<file path="src/hw/rtl/tgarle_pkg.sv">
package tgarle_pkg;

    localparam int BYTE_W  = 8;
    localparam int PIXEL_W = 32;
    localparam int REP_W   = 8;
    localparam int COUNT_W = 31;
    localparam int BPP_W   = 3;

    // configuration register indexes
    localparam logic [1:0] CFG_BPP   = 2'd0;
    localparam logic [1:0] CFG_TOTAL = 2'd1;
    localparam logic [1:0] CFG_RLE   = 2'd2;

    localparam logic [BPP_W-1:0]   BPP_RESET   = 3'd4;
    localparam logic [COUNT_W-1:0] TOTAL_RESET = 31'd1;
    localparam logic               RLE_RESET   = 1'b1;

    // packet header: bit 7 flags a run, low seven bits hold count - 1
    localparam int               RUN_BIT  = 7;
    localparam logic [6:0]       LEN_MASK = 7'd127;

    typedef struct packed {
        logic [BPP_W-1:0]   bpp;
        logic [COUNT_W-1:0] total;
        logic               rle;
    } t_cfg;

    typedef struct packed {
        logic               in_header;
        logic               is_run;
        logic [REP_W-1:0]   pkt_left;
        logic [PIXEL_W-1:0] gather;
        logic [1:0]         byte_idx;
        logic [COUNT_W-1:0] written;
        logic               finished;
    } t_state;

    typedef struct packed {
        logic [PIXEL_W-1:0] pixel;
        logic [REP_W-1:0]   repeat_res;
        logic               image_done;
    } t_result;

    localparam t_state STATE_RESET = '{
        in_header: 1'b1,
        is_run:    1'b0,
        pkt_left:  '0,
        gather:    '0,
        byte_idx:  '0,
        written:   '0,
        finished:  1'b0
    };

    function automatic logic [BPP_W-1:0] eff_bpp(input logic [BPP_W-1:0] bpp);
        logic [BPP_W-1:0] r;
        r = bpp;
        if (bpp == 3'd0) r = 3'd1;
        else if (bpp > 3'd4) r = 3'd4;
        return r;
    endfunction

endpackage

</file>
<file path="src/hw/rtl/tgarle_step.sv">
module tgarle_step (
    input  tgarle_pkg::t_cfg    i_cfg,
    input  tgarle_pkg::t_state  i_state,
    input  logic [7:0]          i_byte,
    input  logic                i_first,
    output tgarle_pkg::t_state  o_state,
    output logic                o_res_valid,
    output tgarle_pkg::t_result o_res
);
    import tgarle_pkg::*;

    t_state             st;
    logic [BPP_W-1:0]   bpp;
    logic [PIXEL_W-1:0] gath;
    logic [PIXEL_W-1:0] px;
    logic [REP_W-1:0]   rep;
    logic [REP_W-1:0]   left_new;
    logic [COUNT_W-1:0] remain;
    logic [COUNT_W-1:0] written_new;
    logic               blocked;
    logic               last_byte;
    logic               done;

    always_comb begin
        // a first byte restarts the image before the byte itself is used
        st  = i_first ? STATE_RESET : i_state;
        bpp = eff_bpp(i_cfg.bpp);
        blocked   = st.finished || (st.written >= i_cfg.total);
        gath      = st.gather | ({24'd0, i_byte} << {st.byte_idx, 3'b000});
        last_byte = !(({1'b0, st.byte_idx} + 3'd1) < bpp);

        px = gath;
        if (bpp >= 3'd3) begin
            px = {gath[31:24], gath[7:0], gath[15:8], gath[23:16]};
        end
        case (bpp)
            3'd1:    px = {24'd0, px[7:0]};
            3'd2:    px = {16'd0, px[15:0]};
            3'd3:    px = {8'd0, px[23:0]};
            default: px = px;
        endcase

        rep      = 8'd1;
        left_new = st.pkt_left;
        if (i_cfg.rle) begin
            if (st.is_run) begin
                rep      = (st.pkt_left == 8'd0) ? 8'd1 : st.pkt_left;
                left_new = 8'd0;
            end else if (st.pkt_left != 8'd0) begin
                left_new = st.pkt_left - 8'd1;
            end
        end
        // clip the run at the pixels still missing
        remain = i_cfg.total - st.written;
        // the image completes exactly when the run covers what is missing
        done   = ({23'd0, rep} >= remain);
        if ({23'd0, rep} > remain) rep = remain[REP_W-1:0];
        written_new = st.written + {23'd0, rep};

        o_state     = st;
        o_res_valid = 1'b0;
        o_res       = '0;
        if (!blocked) begin
            if (i_cfg.rle && st.in_header) begin
                o_state.is_run    = i_byte[RUN_BIT];
                o_state.pkt_left  = {1'b0, i_byte[6:0] & LEN_MASK} + 8'd1;
                o_state.in_header = 1'b0;
                o_state.gather    = '0;
                o_state.byte_idx  = '0;
            end else if (!last_byte) begin
                o_state.gather   = gath;
                o_state.byte_idx = st.byte_idx + 2'd1;
            end else begin
                o_state.gather   = '0;
                o_state.byte_idx = '0;
                if (i_cfg.rle) begin
                    o_state.pkt_left = left_new;
                    if (left_new == 8'd0) o_state.in_header = 1'b1;
                end
                o_state.written  = written_new;
                o_state.finished = done;
                o_res_valid      = 1'b1;
                o_res.pixel      = px;
                o_res.repeat_res = rep;
                o_res.image_done = done;
            end
        end
    end

endmodule

</file>
<file path="src/hw/rtl/tga_rle_pixel_decoder.sv">
// tga run-length pixel decoder
//
// slave stream: one image data byte per transaction in s_tdata[7:0];
// s_tuser marks the first byte of a new image and restarts decoding.
// master stream: one decoded pixel per transaction, tdata[31:0] the pixel
// (first byte low; for 3- and 4-byte pixels red/blue, the first and third bytes, swapped), tdata[39:32]
// its repeat count (1 to 128); tlast flags the pixel that completes the image.
// configuration: write enable, index (0 bytes per pixel, 1 pixel total,
// 2 rle mode) and data, taken at any edge with the enable high; write only
// while no byte is in flight.
// throughput: one byte per cycle while the receiver does not stall. a byte
// completing its pixel passes from the input register through the decode
// logic into the result register.
// header bytes, partial pixel bytes and bytes after the image is complete
// give no result.
// reset (synchronous, active low) clears the pipeline and decoder state and
// loads the register defaults. when the receiver stalls the result register
// holds; a byte that gives no result still moves on, a byte that gives one
// waits in the input register, and s_tready drops.
module tga_rle_pixel_decoder (
    input  logic                    i_clk,
    input  logic                    i_rst_n,
    input  logic                    i_s_tvalid,
    output logic                    o_s_tready,
    input  logic [7:0]              i_s_tdata,  // [7:0] data_byte
    input  logic                    i_s_tuser,  // [0] first_byte
    output logic                    o_m_tvalid,
    input  logic                    i_m_tready,
    output logic [39:0]             o_m_tdata,  // [31:0] pixel, [39:32] repeat_res
    output logic                    o_m_tlast,  // image_done
    input  logic                    i_cfg_wr_en,
    input  logic [1:0]              i_cfg_idx,
    input  logic [30:0]             i_cfg_data
);
    import tgarle_pkg::*;

    t_cfg    r_cfg;
    t_state  r_state;
    t_state  n_state;
    logic    r_s1_valid;
    logic [BYTE_W-1:0] r_s1_byte;
    logic    r_s1_first;
    logic    r_o_valid;
    t_result r_o_res;
    t_result n_res;
    logic    n_res_valid;
    logic    adv;

    tgarle_step u_step (
        .i_cfg       (r_cfg),
        .i_state     (r_state),
        .i_byte      (r_s1_byte),
        .i_first     (r_s1_first),
        .o_state     (n_state),
        .o_res_valid (n_res_valid),
        .o_res       (n_res)
    );

    // the input stage moves on unless it holds a result with nowhere to go
    assign adv = !r_s1_valid || !n_res_valid || !r_o_valid || i_m_tready;

    assign o_s_tready = adv;
    assign o_m_tvalid = r_o_valid;
    assign o_m_tdata  = {r_o_res.repeat_res, r_o_res.pixel};
    assign o_m_tlast  = r_o_res.image_done;

    always_ff @(posedge i_clk) begin
        if (!i_rst_n) begin
            r_cfg      <= '{bpp: BPP_RESET, total: TOTAL_RESET, rle: RLE_RESET};
            r_state    <= STATE_RESET;
            r_s1_valid <= 1'b0;
            r_o_valid  <= 1'b0;
        end else begin
            if (i_cfg_wr_en) begin
                case (i_cfg_idx)
                    CFG_BPP:   r_cfg.bpp   <= i_cfg_data[BPP_W-1:0];
                    CFG_TOTAL: r_cfg.total <= i_cfg_data;
                    CFG_RLE:   r_cfg.rle   <= i_cfg_data[0];
                    default:   r_cfg       <= r_cfg;
                endcase
            end
            if (adv) begin
                r_s1_valid <= i_s_tvalid;
                if (r_s1_valid) r_state <= n_state;
            end
            if (adv && r_s1_valid && n_res_valid) begin
                r_o_valid <= 1'b1;
            end else if (i_m_tready) begin
                r_o_valid <= 1'b0;
            end
        end
    end

    always_ff @(posedge i_clk) begin
        if (adv) begin
            r_s1_byte  <= i_s_tdata;
            r_s1_first <= i_s_tuser;
        end
        if (adv && r_s1_valid && n_res_valid) begin
            r_o_res <= n_res;
        end
    end

endmodule

</file>
<file path="config.mk">
export PLATFORM = sky130hd
export DESIGN_NAME = tga_rle_pixel_decoder
export DESIGN_NICKNAME = d
export VERILOG_FILES = /design/src/hw/rtl/tgarle_pkg.sv /design/src/hw/rtl/tgarle_step.sv /design/src/hw/rtl/tga_rle_pixel_decoder.sv
export SDC_FILE = /design/constraint.sdc
export NUM_CORES = 1
export LEC_CHECK = 0
export CORE_MARGIN = 2
export CORE_UTILIZATION = 65
export DETAILED_ROUTE_END_ITERATION = 6
export DONT_BUFFER_PORTS = 1
export PLACE_DENSITY = 0.81
export SKIP_CTS_REPAIR_TIMING = 1
export SLEW_MARGIN = 10
export SYNTH_ARGS = -nofsm -noshare
export SYNTH_HDL_FRONTEND = slang
export SYNTH_SLANG_ARGS = --single-unit
</file>
<file path="constraint.sdc">
create_clock -name i_clk -period 8.2 [get_ports i_clk]
set_input_delay 2.05 -clock i_clk [delete_from_list [all_inputs] [get_ports i_clk]]
set_output_delay 2.05 -clock i_clk [all_outputs]
set_load 0.005 [all_outputs]
</file>
==> metrics.yaml, run 1 <==
drt:
  wl_per_cell_um: 19.7
  routed_wl_um: 28100
  antenna_left: 0
  dr.pass1.iters: 7
  vias: 9394
  drtIter0Drc: 1259
  drc: 1
  vias_per_cell: 6.56
floorplan:
  row_count: 46
  core_area_um2: 15700
  die_w_um: 130
  die_h_um: 130
  initial_core_util: 0.656
  ioPinCount: 90
  dieArea_um2: 16900
hold_path:
  hold_path.class: "reg2reg"
logic_synthesis:
  ys_types: 86
  syn_area_per_cell_um2: 8.24
  yosysSeqAreaShare: 0.365
  netlist_area_um2: 10300
  yosys_warnings: 0
  synth_seq_cells: 163
  synthArstFlopShare: 0
  synth_edf_count: 50
  syn-num-nets: 1356
  synthCells: 1251
  synthFlopType: "dfxtp_1"
layout:
  final_common_cell: "nand2_1"
  area_growth_pct: 6.06
  layout.cells.non_filler: 1432
  final_util: 0.696
  drive_above_1_share: 0.0535
  layout_common_cells: "186 x nand2_1, 113 x dfxtp_1, 110 x a21oi_1, 96 x nor2_1, 63 x o21ai_0"
  stdcell_area_um2: 10900
  antennaDiodeCount: 0
  multi_input_area_um2: 6070
  seqCellArea_um2: 3760
  num-fill-cells: 1255
  finish.net_count: 1308
pwr:
  power.leakage_nw: 4.20
  pwr-share-clk: 0.409
  switching_share: 0.288
  p_sw_w: 0.000579
  p_int_w: 0.00143
  combPwrFrac: 0.165
  p_seq_frac: 0.427
  peakVddDrop_v: 0.000183
  powerDensity_nw_per_um2: 184
place:
  hpwl_um: 19900
  placed_cell_area_um2: 10300
  place_inst: 1400
  numPortBuffers: 0
  gp_congestion: 0.984
sta:
  max_freq_mhz: 139
  finalCritPeriodShare: 0.879
  finalSetupTns_ns: 0
  hold_violations: 0
  slew_headroom: 0.289
  period_needed_ns: 7.20
  setup_violations: 0
  worst_slew_pin_slew_ns: 1.07
  timing.hold.ws_ns: 0.455
  maxSlewViolCount: 0
  finalClockSkew_ns: 0.00899
  rsz0062_at_grt: "false"
setup_path:
  cp_num_buf_inv: 2
  cp_top_family: "simple AND/OR/NAND/NOR gates"
  cp.arrival_ns: 7.56
  critPathMaxFanout: 47
  crit_path_end_kind: "flop"
  slowest_delay_ns: 0.65
  cpMaxStageDelayCell: "nor4b_2"
  worstSetupPathType: "reg2reg"
  start_kind: "flop"
  required_ns: 8.56
grt:
  antenna_found_initial: 0
  gr-total-overflow: 0
  grt_max_degree: 85
  grt_pass1_vias: 8517
  track_usage: 0.334
  grt_pass1_wl_um: 44300
clock_network:
  clk_latency_ns: 0.44
  cts.clk_slew.worst_paths_ns: 0.07
  cts_num_sinks: 163
  clockBufferDepth: 2
  h-tree-depth: 4
  cts_tree: "built"
  cts-buffers-inserted: 17
  cts_root_buf: "clkbuf_16"
outcome:
  outcome: "finished, violations left"
  violations: "DRC"
run:
  cap_violations: 0
cells in the mapped netlist, drive strengths merged, types with 33 or more instances:
master	n	area share
a21boi	44	0.032
a21oi	111	0.054
buf	33	0.017
clkbuf	45	0.017
dfxtp	113	0.22
edfxtp	50	0.15
ha	56	0.068
inv	38	0.014
nand2	186	0.068
nand3	33	0.017
nor2	98	0.036
o21ai	70	0.034
stage by stage:
| step | setup slack (ns) | total power (W) |
|---|---|---|
| after floorplan | 1.41 | 0.00113 |
| after global placement | 1.45 | 0.00119 |
| after detailed placement | 1.34 | 0.00119 |
| after CTS | 1.15 | 0.00201 |
| after global routing | 0.362 | 0.00208 |
| final | 0.996 | 0.00201 |
flip-flops by register name, summed over array words and instances (netlist names):
name,cells
o_m_tdata,40
o_m_tlast,1
o_m_tvalid,1
r_cfg,35
r_s1_byte,8
r_s1_first,1
r_s1_valid,1
r_state,76
final timing paths:
path	start	endpoint	slack, ns	cells past startpoint
max	r_s1_first	r_state[27]	1.0	26
min	r_state[36]	r_state[36]	0.45	2
max reg2reg	r_s1_first	r_state[27]	1.0	26
min reg2reg	r_state[36]	r_state[36]	0.45	2
kinds of logic (layout without fill, tap and decap cells):
logic type                 Yosys count  in the layout  synth area share
AOI/OAI and AO/OA                  383            383             0.245
xor gates and xnor gates            30             30            0.0255
adders and majority gates           58             58            0.0719
buffers and inverters              117             82            0.0484
DFF                                163            163             0.365
muxes                               16             16            0.0160
and+or+nand+nor                    484            484             0.228
power groups by stage:
| stage | Combinational (W) | Clock, W | Sequential, W |
|---|---|---|---|
| 3_5_place_dp | 0.000319 | 0 | 0.000875 |
| 4_1_cts | 0.000322 | 0.000827 | 0.000857 |
| 5_1_grt | 0.000362 | 0.000858 | 0.000859 |
| 3_3_place_gp | 0.000318 | 0 | 0.000875 |
| 2_1_floorplan | 0.000266 | 0 | 0.000864 |
| 6_report | 0.000331 | 0.000821 | 0.000858 |
metal layers:
metal,vias up,wire length [um],share of wire,GRT usage
li1,4456,-,-,-
met1,4356,12200,0.43,0.459
met2,505,12500,0.44,0.509
met3,77,2640,0.094,0.0820
met4,0,858,0.030,0.128
met5,-,0,0,0
area by class of cell:
cell class	count	share of cell area
Clock buffer	19	0.0405
Clock inverter	13	0.0147
Inverter	39	0.0134
Multi-Input combinational cell	971	0.555
Sequential cell	163	0.344
Tap cell	216	0.0247
Timing Repair Buffer	11	0.00755
tightest hold or removal path, cell delays in order, from the launching register on:
cell and delay [ns]:
dfxtp_1 0.33, nand2_1 0.04, o21ai_0 0.05
Note: power is estimated with default switching activity, not from simulation.
==> run 2, diff against run 1 <==
--- a/config.mk
+++ b/config.mk
@@ -5,6 +5,7 @@
 export SDC_FILE = /design/constraint.sdc
 export NUM_CORES = 1
 export LEC_CHECK = 0
+export ABC_AREA = 1
 export CORE_MARGIN = 2
 export CORE_UTILIZATION = 65
 export DETAILED_ROUTE_END_ITERATION = 6
==> metrics.yaml, run 2 <==
layout:
  area_growth_pct: 5.16
  final_common_cell: "nand2_1"
  drive_above_1_share: 0.0537  # +0.000287
  stdcell_area_um2: 12800  # +17%
  max_flop_register: "r_state"
  largest_reg_flops: 76  # unchanged
  finish.net_count: 1990  # +52%
  layout_common_cells: "494 x nand2_1, 277 x inv_1, 258 x nor2_1, 142 x nand3_1, 135 x o21ai_0"
  antennaDiodeCount: 0  # unchanged
place:
  hpwl_um: 26100  # +32%
  gp_congestion: 0.982  # -0.20%
  numPortBuffers: 0  # unchanged
  place_ws_ns: 2.04  # +0.698 ns
  placed_cell_area_um2: 12200  # +18%
setup_path:
  r2r_start: "r_s1_first"
  critPathLaunch: "r_state[33]"
  cp.arrival_ns: 4.45  # -3.11 ns
  cp_top_family: "simple AND/OR/NAND/NOR gates"
  crit_chain: "clkinv_1 -> nor2_1 -> ha_1 -> ha_1 -> nand3_1 -> nand2_2 -> inv_1 -> nor2_2 -> nand3_4 -> inv_1 -> nand3_1"
  r2r_end: "r_state[17]"
  worstSetupPathType: "reg2out"
  cp_num_buf_inv: 3  # +1
  start_kind: "flop"
  cp.depth: 11  # -58%
  cpMaxStageDelayCell: "nor2_1"
  ff2ff_path_depth: 39  # +50%
  slowest_delay_ns: 0.65  # about the same
  crit_path_end_kind: "output port"
  endpoint: "o_s_tready"
  critPathMaxFanout: 16  # -66%
  required_ns: 6.15  # -2.41 ns
  reg2reg_setup_slack_ns: 1.84  # +0.84 ns
logic_synthesis:
  ys_types: 54  # -37%
  synthArstFlopShare: 0  # unchanged
  synth.top_cells.by_area: "dfxtp_1 19%, nand2_1 15%, edfxtp_1 12%"
  synth_seq_cells: 163  # unchanged
  netlist.area_leader.share: 0.186  # -0.0339
  synth_most_common_cell: "nand2_1"
  yosysSeqAreaShare: 0.309  # -0.0563
  yosys_warnings: 0  # unchanged
  synthCells: 1924  # +54%
  syn_area_per_cell_um2: 6.33  # -23%
  yosys.area.top_type: "dfxtp_1"
  synthFlopType: "dfxtp_1"
  synth_edf_count: 50  # unchanged
  syn-num-nets: 2029  # +50%
  synthTopCellsByCount: "494 x nand2_1, 277 x inv_1, 259 x nor2_1, 142 x nand3_1, 135 x o21ai_0"
  netlist_area_um2: 12200  # +18%
grt:
  grt_pass1_wl_um: 56500  # +28%
  gr-total-overflow: 0  # unchanged
  grt_pass1_vias: 11100  # +31%
  grt_max_degree: 96  # +13%
  antenna_found_initial: 0  # unchanged
  track_usage: 0.357  # +0.0234
clock_network:
  cts_num_sinks: 163  # unchanged
  h-tree-depth: 4  # unchanged
  clk_latency_ns: 0.45  # about the same
  cts_root_buf: "clkbuf_16"
  cts.clk_slew.worst_paths_ns: 0.08  # about the same
  cts_tree: "built"
  clockBufferDepth: 2  # unchanged
  cts-buffers-inserted: 17  # unchanged
drt:
  wl_per_cell_um: 16.7  # -15%
  drc: 0  # -1
  dr.pass1.iters: 6  # -1
  drtIter0Drc: 1396  # +11%
  vias: 12400  # +32%
  vias_per_cell: 5.83  # -11%
  antenna_left: 0  # unchanged
  routed_wl_um: 35600  # +27%
floorplan:
  die_w_um: 141  # +8.5%
  dieArea_um2: 19900  # +18%
  initial_core_util: 0.656  # about the same
  core_area_um2: 18600  # +18%
  ioPinCount: 90  # unchanged
  die_h_um: 141  # +8.5%
  row_count: 50  # +8.7%
sta:
  max_freq_mhz: 154  # +11%
  rsz0062_at_grt: "false"
  period_needed_ns: 6.50  # -0.700 ns
  worst_slew_pin_slew_ns: 1.17  # +0.105 ns
  setup_violations: 0  # unchanged
  finalCritPeriodShare: 0.793  # -0.0854
  fin_ws_ns: 1.70  # +0.700 ns
  finalSetupTns_ns: 0  # unchanged
  hold_violations: 0  # unchanged
  maxSlewViolCount: 0  # unchanged
  finalClockSkew_ns: 0.0137  # +0.00470 ns
  slew_headroom: 0.218  # -0.0716
outcome:
  outcome: "finished clean"
pwr:
  powerDensity_nw_per_um2: 179  # -2.6%
  peakVddDrop_v: 0.000142  # -22%
  power.leakage_nw: 5.79  # +38%
run:
  cap_violations: 0  # unchanged
hold_path:
  hold_path.class: "reg2reg"
## run 2: cell types whose count changed in the layout (fill, tap and decap cells not counted), sizes merged, moves of 15 or more
cell / previous run / this run
nand2: 186 / 511
and3: 15 / 0
inv: 45 / 288
o21ai: 70 / 137
a21boi: 44 / 1
nor2b: 29 / 0
nor2: 98 / 283
nand3: 33 / 148
a31oi: 13 / 28
## run 2: cell families (layout without fill, tap and decap cells)
logic type / count (synthesis) / after routing / share of synthesized area
adder cells (fa/ha/maj): 58 / 58 / 0.0608
flip-flops: 163 / 163 / 0.309
XOR/XNOR: 23 / 23 / 0.0165
AO/OA/AOI/OAI: 301 / 301 / 0.134
buffers and inverters: 352 / 326 / 0.115
AND/OR/NAND/NOR: 1027 / 1027 / 0.365
## run 2: layout make-up
cell class | count | area, um2
Clock buffer | 18 | 429
Clock inverter | 14 | 168
Fill cell | 1684 | 5760
Inverter | 286 | 1070
Multi-Input combinational cell | 1409 | 7030
Sequential cell | 163 | 3760
Tap cell | 234 | 293
Timing Repair Buffer | 8 | 60.1
## run 2: through the flow
stage,hold slack [ns],utilization,cells,total power (W)
floorplan,0.430,-,1924,0.00136
global placement,0.438,0.658,2100,0.00148
detailed placement,0.446,0.658,2100,0.00149
CTS,0.457,0.690,2132,0.00228
global route,0.467,0.690,2132,0.00240
finish,0.455,0.690,2132,0.00230
## run 2: where the power goes
group,switching (W),internal [W]
clock,0.000395,0.000409
combinational,0.000435,0.000180
sequential,0.0000215,0.000855
## run 2: how the worst min path moves through the flow
| stage | slack, ns | end | depth (start not counted) | start |
|---|---|---|---|---|
| 2_1_floorplan | 0.43 | r_state[1] | 2 | r_state[1] |
| 3_3_place_gp | 0.44 | r_state[74] | 2 | r_state[74] |
| 3_5_place_dp | 0.45 | r_state[43] | 2 | r_state[43] |
| 4_1_cts | 0.46 | r_state[43] | 2 | r_state[43] |
| 5_1_grt | 0.47 | r_state[43] | 2 | r_state[43] |
| 6_report | 0.45 | r_state[43] | 2 | r_state[43] |
## run 2: worst register-to-register path: cells and delay by family, from the launching register on
kind            cells  cell delay, ns
fa+ha+maj           4            1.32
xor+xnor            2            0.43
simple gates       25            2.42
compound gates      5            0.94
flops               1            0.40
buf+inv             3            0.76
## run 2: per-layer routing
metal | track usage | share of wire | up-vias
met5 | 0 | 0 | -
met3 | 0.0683 | 0.095 | 74
li1 | - | - | 6146
met1 | 0.516 | 0.46 | 5619
met2 | 0.535 | 0.42 | 600
met4 | 0.127 | 0.030 | 0
